### config.mk
export PLATFORM = sky130hd
export DESIGN_NAME = stbs_ctrl
export DESIGN_NICKNAME = d
export VERILOG_FILES = /design/src/stbs_pkg.sv /design/src/stbs_ctrl.sv
export SDC_FILE = /design/constraint.sdc
export NUM_CORES = 1
export LEC_CHECK = 0
export BUFFER_PORTS_ARGS = -buffer_cell sky130_fd_sc_hd__buf_2
export CAP_MARGIN = 10
export CORE_AREA = 4 4 41 43
export CTS_CLUSTER_SIZE = 20
export DETAILED_ROUTE_END_ITERATION = 8
export DIE_AREA = 0 0 45 47
export PLACE_DENSITY_LB_ADDON = 0.2
export SYNTH_ARGS = -nofsm -noshare
export SYNTH_HDL_FRONTEND = slang
export SYNTH_SLANG_ARGS = --single-unit
### constraint.sdc
create_clock -name clk_i -period 1.4 [get_ports clk_i]
set_input_delay 0.14 -clock clk_i [delete_from_list [all_inputs] [get_ports clk_i]]
set_output_delay 0.14 -clock clk_i [all_outputs]
set_load 0.01 [all_outputs]
### src/stbs_pkg.sv
// Shared types and constants for the sorted table binary search unit.
// No dependencies; imported by stbs_ctrl, stbs_datapath and the top level.
package stbs_pkg;

  localparam int unsigned DEPTH_DEF   = 1024;
  localparam int unsigned VALUE_W_DEF = 32;

  localparam int unsigned FIELD_W     = 32;
  localparam int unsigned ADDR_FLD_W  = 10;
  localparam int unsigned COUNT_W     = 11;
  localparam int unsigned MODE_W      = 2;

  localparam logic KIND_WRITE  = 1'b0;
  localparam logic KIND_SEARCH = 1'b1;

  localparam logic [MODE_W-1:0] MODE_EXACT = 2'd0;
  localparam logic [MODE_W-1:0] MODE_CEIL  = 2'd1;
  localparam logic [MODE_W-1:0] MODE_FLOOR = 2'd2;
  localparam logic [MODE_W-1:0] MODE_NONE  = 2'd3;

  typedef struct packed {
    logic write;
    logic start;
    logic read;
    logic step;
    logic emit;
  } cmd_t;

  typedef struct packed {
    logic skip;
    logic bounds_met;
    logic last;
    logic out_free;
  } sts_t;

endpackage

### src/stbs_ctrl.sv
// Sequencer for the binary search unit: accepts transactions and steps probes.
// Depends on stbs_pkg; drives stbs_datapath through cmd_t / sts_t.
module stbs_ctrl
  import stbs_pkg::*;
(
  input  logic clk_i,
  input  logic rst_ni,
  input  logic in_valid_i,
  input  logic kind_i,
  output logic in_stall_o,
  input  sts_t sts_i,
  output cmd_t cmd_o
);

  typedef enum logic [2:0] {
    ST_IDLE,
    ST_CHECK,
    ST_PROBE,
    ST_CMP,
    ST_RESULT
  } state_e;

  state_e state_q;

  always_comb begin
    cmd_o       = '0;
    in_stall_o  = (state_q != ST_IDLE);
    cmd_o.write = (state_q == ST_IDLE) && in_valid_i && (kind_i == KIND_WRITE);
    cmd_o.start = (state_q == ST_IDLE) && in_valid_i && (kind_i == KIND_SEARCH);
    cmd_o.read  = (state_q == ST_PROBE);
    cmd_o.step  = (state_q == ST_CMP);
    cmd_o.emit  = (state_q == ST_RESULT) && sts_i.out_free;
  end

  always_ff @(posedge clk_i or negedge rst_ni) begin
    if (!rst_ni) begin
      state_q <= ST_IDLE;
    end else begin
      case (state_q)
        ST_IDLE: begin
          if (cmd_o.start) state_q <= ST_CHECK;
        end
        ST_CHECK: begin
          if (sts_i.skip || sts_i.bounds_met) state_q <= ST_RESULT;
          else state_q <= ST_PROBE;
        end
        ST_PROBE: begin
          state_q <= ST_CMP;
        end
        ST_CMP: begin
          if (sts_i.last) state_q <= ST_RESULT;
          else state_q <= ST_PROBE;
        end
        ST_RESULT: begin
          if (sts_i.out_free) state_q <= ST_IDLE;
        end
        default: begin
          state_q <= ST_IDLE;
        end
      endcase
    end
  end

  a_search_blocks_input: assert property (@(posedge clk_i) disable iff (!rst_ni)
    (in_valid_i && !in_stall_o && kind_i == KIND_SEARCH) |=> in_stall_o)
    else $error("input accepted right after a search transaction");

endmodule

==> impl_metrics.tcl, run 1 <==
set metrics [dict create \
    gp_congestion 0.6454 \
    ys_seq_area_share_pct 33.90 \
    yosys-top-cells-area "dfrtp_1, or4b_1, nor3b_1, or4b_4, buf_6" \
    netlist.area_leader.share_pct 33.90 \
    die_x_um 45 \
    die_area_mm2 0.002115 \
    slew_viol_final 0 \
    grt_pass1_wl_mm 1.007 \
    drt_wl_total_um 597 \
    multiInputGateArea_um2 131.4 \
    end_kind "output pin" \
    antenna_found_initial 0 \
    postSynthCellCount 23 \
    startpoint_type "flop" \
    hpwlAfterDp_um 486.4 \
    drt_pre_antenna_iters 4 \
    fill_cells 162 \
    yosysWarnings 0 \
    final_nets 51 \
    area.sequential_um2 75.07 \
    fin_crit_ns 1.509 \
    synth_top_family_by_area "simple AND/OR/NAND/NOR gates" \
    timing.final.crit_share_pct 107.8 \
    cts_buffer_depth 2 \
    initial_core_util_pct 17.02 \
    synth.most_common_cell "dfrtp_1" \
    synth.distinct_cells 15 \
    synth_fp_nets 31 \
    critPathArrivalTime_ns 1.37 \
    rows 13 \
    ys_ff_latch 3 \
    yosysTopAreaCell "dfrtp_1" \
    fin_tns_setup_ns -0.2152 \
    ios 14 \
    worst_pin_slew_ns 0.2904 \
    portBuffers 13 \
    async_reset_ff_share_pct 100.0 \
    largest_register_ff_count 3 \
    grt_usage_pct 7.132 \
    antenna_cells 0 \
    relSlewSlack_pct 80.39 \
    drv_cap 0 \
    synth_area_um2 221.5 \
    overflow 0 \
    dr.first_iter.drc_count 5 \
    cp_max_fo 2 \
    status "complete, but fails checks" \
    layout_setup_ws_ns -0.1090 \
    yosys.area_share.simple_pct 41.24 \
    largest-register "state_q" \
    detail-route-antenna-nets 0 \
    htreeDepth 1 \
    cts_sinks 3 \
    cts_tree "yes" \
    syn2layout_area_growth_pct 61.02 \
    synth_fa_ha_area_share_pct 0 \
    worstSetupPathType "reg -> out" \
    root_buffer "clkbuf_4" \
    synth_xor_area_share_pct 0 \
    hp-class "in -> reg" \
    num_vias 251 \
    postCtsSetupBuffers 0 \
    synth-edff-count 0 \
    setup_viol 3 \
    violations "setup timing" \
    grt_max_degree 11 \
    finalClockSkew_ns 0.002431 \
    die_height_um 47 \
    p_per_area_mw_per_mm2 1774 \
    drive_gt1_share_pct 57.14 \
    avgSynthCellArea_um2 9.629 \
    peakVddDrop_uv 478.3 \
    critPathRequiredTime_ns 1.26 \
    via_per_inst 4.404 \
    reg_top3 "state_q (3)" \
    wl_per_cell_um 10.47 \
    cts.clk_slew.worst_paths_ns 0.03 \
    core-area_mm2 0.001301 \
    finalPower_uw 632.6 \
    rsz0062_at_grt "yes" \
    hold_violations 0 \
    synth_compound_area_share_pct 12.99 \
    insertion_delay_ns 0.23 \
    drc 0 \
    synthMuxAreaShare_pct 0 \
    p_leak_uw 0.0001781 \
    ys.flop_type "dfrtp_1" \
    grt_pass1_vias 232 \
    fmax_mhz 662.7 \
    cts_inserted_buffers 3 \
]
==> power breakdown <==
group          internal, µW  total, µW  switching, µW
clock network           107        149           42.3
logic                   175        345            170
registers               120        139           18.4
==> timing repair <==
item / in CTS / in global routing
endpoints found under the setup margin: 3 / 4
endpoints found under the hold margin: 3 / 0
hold buffers: 1 / 0
pin swaps: 0 / 1
resized for setup: 0 / 3
==> path summary, 6_finish.rpt <==
kind	from	end	slack, ns	cells past startpoint
setup / recovery	state_q[1]$_DFFE_PN0P_	cmd_o[4]	-0.11	3
hold / removal	sts_i[2]	state_q[1]$_DFFE_PN0P_	0.19	3
setup reg to reg	state_q[1]$_DFFE_PN0P_	state_q[2]$_DFFE_PN0P_	0.16	3
hold reg to reg	state_q[2]$_DFFE_PN0P_	state_q[1]$_DFFE_PN0P_	0.58	2
max in group asynchronous	rst_ni	state_q[2]$_DFFE_PN0P_	1.06	2
min in group asynchronous	rst_ni	state_q[0]$_DFFE_PN0P_	0.23	2
==> kinds of logic (layout without fill, tap and decap cells) <==
family	Yosys count	in the layout
compound gates	4	4
simple gates	12	12
flops	3	3
buf+inv	4	23
==> layer usage <==
layer  wire [µm]  track usage (%)
met1         220            7.798
met2         333            10.73
met3          43            2.299
met4           0            7.018
met5           0                0
==> cells in the final DEF, fill, tap and decap left out <==
| cell | synthesis | layout |
|---|---|---|
| o41ai_1 | 1 | 1 |
| dfrtp_1 | 3 | 3 |
| clkbuf_1 | 0 | 1 |
| clkbuf_4 | 0 | 3 |
| buf_4 | 1 | 3 |
| nor3_1 | 2 | 2 |
| buf_2 | 0 | 13 |
| or4b_4 | 1 | 1 |
| or4b_1 | 2 | 2 |
| or3_1 | 1 | 1 |
| nor3b_1 | 2 | 2 |
| nor2_2 | 0 | 2 |
| a21oi_1 | 2 | 2 |
| dlygate4sd3_1 | 0 | 1 |
| a21bo_1 | 1 | 1 |
| inv_1 | 2 | 2 |
| nor4bb_2 | 0 | 1 |
| nor2b_2 | 1 | 1 |
==> critical path: stages (launching register included) <==
cell and delay (ns):
dfrtp_1 0.37, or4b_4 0.56, nor2_2 0.09, buf_2 0.13
==> area by class of cell <==
class,count,share of cell area [%]
clock buffer,4,7.368
inverter,2,2.105
multi-input combinational,16,36.84
sequential,3,21.05
tap,15,5.263
timing repair buffer,17,27.37
==> through the flow <==
stage,hold slack [ns],util (%),setup slack (ns),instance area (µm²),std cells
floorplan,-0.1556,-,0.07734,221.5,23
global placement,-0.06136,23.75,0.1537,309.0,52
detailed placement,-0.06176,23.75,0.1228,309.0,52
CTS,0.1847,26.54,-0.1275,345.3,57
global route,0.1974,27.40,-0.1732,356.6,57
finish,0.1896,27.40,-0.1090,356.6,57
(Power assumes the default switching activity.)
==> inputs of run 2 (changes only) <==
Settings changed: CELL_PAD_IN_SITES_DETAIL_PLACEMENT from default to 0, CELL_PAD_IN_SITES_GLOBAL_PLACEMENT from default to 1.
==> impl_metrics.tcl, run 2 (synthesized netlist as in run 1, its figures left out) <==
set metrics [dict create \
    status "complete, but fails checks" \
    violations "setup timing" \
    critPathRequiredTime_ns 1.26 \
    grt_pass1_vias 227 \
    fmax_mhz 662.3 \
    p_per_area_mw_per_mm2 1808 \
    p_leak_uw 0.0001836 \
    finalNonFillerCells 58 \
    insertion_delay_ns 0.24 \
    dp.cells 52 \
    fin_crit_ns 1.510 \
    via_per_inst 4.086 \
    rows 13 \
    die_area_mm2 0.002115 \
    p_int_uw 418.9 \
    relSlewSlack_pct 77.00 \
    finalClockSkew_ns 0.002822 \
    cp_max_fo 2 \
    die_height_um 47 \
    crit_slowest_cell "or4b_4" \
    setup_viol 3 \
    rsz0062_at_grt "yes" \
    syn2layout_area_growth_pct 63.28 \
    drc 0 \
    dr.first_iter.drc_count 3 \
    sw_frac_of_total_pct 35.92 \
    initial_core_util_pct 17.02 \
    p_seq_share_pct 22.1 \
    startpoint_type "flop" \
    hold_violations 0 \
    worstSetupPathType "reg -> out" \
    largest_register_ff_count 3 \
    cp_slowest_stage_delay_ns 0.53 \
    antenna_cells 0 \
    slew_viol_final 0 \
    timing.final.crit_share_pct 107.8 \
    gp_congestion 0.7020 \
    fill_cells 146 \
    pre_cts_ws_ns 0.1192 \
    drt_pre_antenna_iters 2 \
    cts_buffer_depth 2 \
    grt_usage_pct 6.877 \
    layout_common_cells "buf_2, clkbuf_4, buf_4, dfrtp_1" \
    core-area_mm2 0.001301 \
    overflow 0 \
    p_switching_uw 234.8 \
    root_buffer "clkbuf_4" \
    cts_tree "yes" \
    cts.clk_slew.worst_paths_ns 0.04 \
    detail-route-antenna-nets 0 \
    drt_wl_total_um 614 \
    final_nets 52 \
    reg_top3 "state_q (3)" \
    cts_inserted_buffers 3 \
    peakVddDrop_uv 818.0 \
    power.share.combinational_pct 54.1 \
    final_util_pct 27.79 \
    portBuffers 13 \
    wl_per_cell_um 10.59 \
    end_kind "output pin" \
    antenna_found_initial 0 \
    hpwlAfterDp_um 468.5 \
    num_vias 237 \
    ios 14 \
    drv_cap 0 \
    critPathArrivalTime_ns 1.37 \
    layout_setup_ws_ns -0.1098 \
    grt_pass1_wl_um 938 \
    hp-class "in -> reg" \
    p_clk_share_pct 23.8 \
    grt_max_degree 11 \
    multiInputGateArea_um2 125.1 \
    path_cells "or4b_4 -> nor2_2 -> buf_2" \
    drive_gt1_share_pct 55.81 \
    die_x_um 45 \
    final_common_cell "buf_2" \
    largest-register "state_q" \
    worst_pin_slew_ns 0.3405 \
    cts_sinks 3 \
    area.sequential_um2 75.07 \
    htreeDepth 1 \
]
==> run 2: cell count changes in the layout (fill, tap and decap cells not counted) <==
cell	before	now
buf_6	0	1
nor4bb_2	1	0
nor4bb_1	0	1
==> run 2: repair_timing <==
| action | in CTS | in global routing |
|---|---|---|
| gates resized for setup | 0 | 3 |
| endpoints found under the hold margin | 3 | 0 |
| pin swaps | 0 | 1 |
| buffers inserted | 0 | 1 |
| gates cloned | 0 | 0 |
| setup endpoints to repair | 3 | 5 |
| hold buffers | 1 | 0 |
==> run 2: power groups by stage <==
stage	logic (µW)	clock network (µW)	registers, µW
after floorplan	212	0	147
after global placement	325	0	142
after detailed placement	325	0	143
after CTS	330	161	142
after global routing	396	170	147
final	353	156	144
==> run 2: final timing paths <==
check                                    endpoint  slack, ns  cells after the start              startpoint
setup / recovery                         cmd_o[4]      -0.11                      3  state_q[1]$_DFFE_PN0P_
hold / removal             state_q[1]$_DFFE_PN0P_       0.18                      3                sts_i[2]
setup reg to reg           state_q[2]$_DFFE_PN0P_       0.12                      3  state_q[1]$_DFFE_PN0P_
hold reg to reg            state_q[1]$_DFFE_PN0P_       0.56                      2  state_q[2]$_DFFE_PN0P_
max in group asynchronous  state_q[0]$_DFFE_PN0P_       1.06                      2                  rst_ni
min in group asynchronous  state_q[1]$_DFFE_PN0P_       0.23                      2                  rst_ni
==> run 2: per-layer routing <==
metal | wire length (µm) | up-vias | GRT usage, %
met4 | 0 | 0 | 3.509
li1 | - | 123 | -
met3 | 72 | 0 | 6.513
met2 | 253 | 13 | 7.627
met1 | 288 | 101 | 8.428
met5 | 0 | - | 0
==> run 2: worst max-delay path: cells and delay by family (launching register included) <==
family                 cells  cell delay [ns]
flip-flops                 1             0.38
AND/OR/NAND/NOR            2             0.62
buffers and inverters      1             0.13
==> run 2: layout make-up <==
type	count	share of cell area, %
timing repair buffer	18	30.10
tap	15	5.190
multi-input combinational	16	34.60
clock buffer	4	7.266
sequential	3	20.76
inverter	2	2.076
==> run 2: stage by stage <==
step                total power (µW)  instance area [µm²]  hold slack, ns  setup TNS, ns
floorplan                      359.5                221.5         -0.1556              0
global placement               467.6                309.0        -0.06340              0
detailed placement             467.9                309.0        -0.05840              0
CTS                            632.7                345.3          0.1799        -0.2544
global route                   713.2                361.6          0.2046        -0.3975
finish                         653.8                361.6          0.1771        -0.2278
==> inputs of run 3 (changes only) <==
Settings changed: RECOVER_POWER from default to 100.
==> impl_metrics.tcl, run 3 (synthesized netlist as in run 1, its figures left out) <==
set metrics [dict create \
    critPathRequiredTime_ns 1.26 \
    detail-route-antenna-nets 0 \
    critPathArrivalTime_ns 1.37 \
    timing.final.crit_share_pct 107.7 \
    setup_viol 4 \
    final_util_pct 27.40 \
    cp_max_fo 2 \
    via_per_inst 4.086 \
    fin_crit_ns 1.508 \
    p_int_uw 408.4 \
    slew_viol_final 0 \
    drt_pre_antenna_iters 2 \
    reg_top3 "state_q (3)" \
    ios 14 \
    relSlewSlack_pct 76.99 \
    p_seq_share_pct 22.5 \
    grt_pass1_vias 227 \
    r2r_cells 3 \
    gp_congestion 0.7020 \
    layout_setup_ws_ns -0.1082 \
    grt_pass1_wl_um 938 \
    cts_buffer_depth 2 \
    portBuffers 13 \
    root_buffer "clkbuf_4" \
    num_vias 237 \
    die_area_mm2 0.002115 \
    layout_common_cells "buf_2, clkbuf_4, clkbuf_1, dfrtp_1" \
    final_nets 52 \
    final_common_cell "buf_2" \
    startpoint_type "flop" \
    cts_tree "yes" \
    largest_register_ff_count 3 \
    drt_wl_total_um 607 \
    worstSetupPathType "reg -> out" \
    r2r-start "state_q[1]$_DFFE_PN0P_" \
    status "complete, but fails checks" \
    p_leak_uw 0.0001767 \
    overflow 0 \
    hp-start "sts_i[2]" \
    r2r-end "state_q[2]$_DFFE_PN0P_" \
    antenna_found_initial 0 \
    power.share.combinational_pct 53.3 \
    wl_per_cell_um 10.47 \
    drv_cap 0 \
    largest-register "state_q" \
    antenna_cells 0 \
    hpwlAfterDp_um 468.5 \
    end_kind "output pin" \
    holdWs_ns 0.1774 \
    insertion_delay_ns 0.24 \
    drc 0 \
    cts_inserted_buffers 3 \
    drive_gt1_share_pct 51.16 \
    dr.first_iter.drc_count 3 \
    grt_max_degree 11 \
    hp-class "in -> reg" \
    p_switching_uw 233.7 \
    htreeDepth 1 \
    min_to "state_q[1]$_DFFE_PN0P_" \
    worst_pin_slew_ns 0.3407 \
    grt_usage_pct 6.877 \
    whs_path_depth 3 \
    p_clk_share_pct 24.2 \
    cts.clk_slew.worst_paths_ns 0.04 \
    p_per_area_mw_per_mm2 1801 \
    rsz0062_at_grt "yes" \
    initial_core_util_pct 17.02 \
    hold_violations 0 \
    rows 13 \
    finalClockSkew_ns 0.002639 \
    sw_frac_of_total_pct 36.39 \
    reg2reg_slack_ns 0.07 \
    core-area_mm2 0.001301 \
    die_height_um 47 \
    violations "setup timing" \
    fmax_mhz 663.0 \
    cts_sinks 3 \
    peakVddDrop_uv 786.7 \
    die_x_um 45 \
    syn2layout_area_growth_pct 61.02 \
]
-- run 3: critical path, cell delays in order (launching register included) --
cell     delay (ns)
dfrtp_1        0.38
or4b_4         0.53
nor2_2         0.09
buf_2          0.13
-- run 3: timing repair --
item	in CTS	in global routing
setup buffers	0	1
hold endpoints to repair	3	0
pin swaps	0	1
setup endpoints to repair	3	5
resized for setup	0	3
hold buffers	1	0
-- run 3: worst max-delay path by stage --
stage	start	endpoint	slack (ns)
finish	state_q[1]$_DFFE_PN0P_	cmd_o[4]	-0.11
global route	state_q[2]$_DFFE_PN0P_	cmd_o[3]	-0.16
CTS	state_q[1]$_DFFE_PN0P_	cmd_o[4]	-0.12
detailed placement	state_q[1]$_DFFE_PN0P_	state_q[2]$_DFFE_PN0P_	0.12
global placement	state_q[1]$_DFFE_PN0P_	state_q[2]$_DFFE_PN0P_	0.13
floorplan	state_q[1]$_DFFE_PN0P_	cmd_o[3]	0.08
-- run 3: cell type report --
class | count | area, µm²
fill | 149 | 944.7
tap | 15 | 18.77
inverter | 2 | 7.507
timing repair buffer | 18 | 103.9
sequential | 3 | 75.07
clock buffer | 4 | 26.28
multi-input combinational | 16 | 125.1
-- run 3: power groups by stage --
| stage | Combinational, µW | Sequential (µW) | Clock (µW) |
|---|---|---|---|
| after global placement | 325 | 142 | 0 |
| final | 342 | 144 | 155 |
| after detailed placement | 325 | 143 | 0 |
| after global routing | 386 | 147 | 170 |
| after CTS | 330 | 142 | 161 |
| after floorplan | 212 | 147 | 0 |
-- run 3: layer usage --
metal / wire length (µm) / vias to the layer above / GRT usage, % / share of wire, %
li1: - / 124 / - / -
met1: 284 / 100 / 8.428 / 47
met2: 250 / 13 / 7.627 / 41
met3: 72 / 0 / 6.513 / 12
met4: 0 / 0 / 3.509 / 0
met5: 0 / - / 0 / 0
-- run 3: through the flow --
step / setup TNS (ns) / std cells / total power [µW] / setup slack [ns] / instance area (µm²)
2_1_floorplan: 0 / 23 / 359.5 / 0.07734 / 221.5
3_3_place_gp: 0 / 52 / 467.6 / 0.1280 / 309.0
3_5_place_dp: 0 / 52 / 467.9 / 0.1192 / 309.0
4_1_cts: -0.2544 / 57 / 632.7 / -0.1235 / 345.3
5_1_grt: -0.8266 / 58 / 702.7 / -0.1628 / 356.6
6_report: -0.2853 / 58 / 642.1 / -0.1082 / 356.6
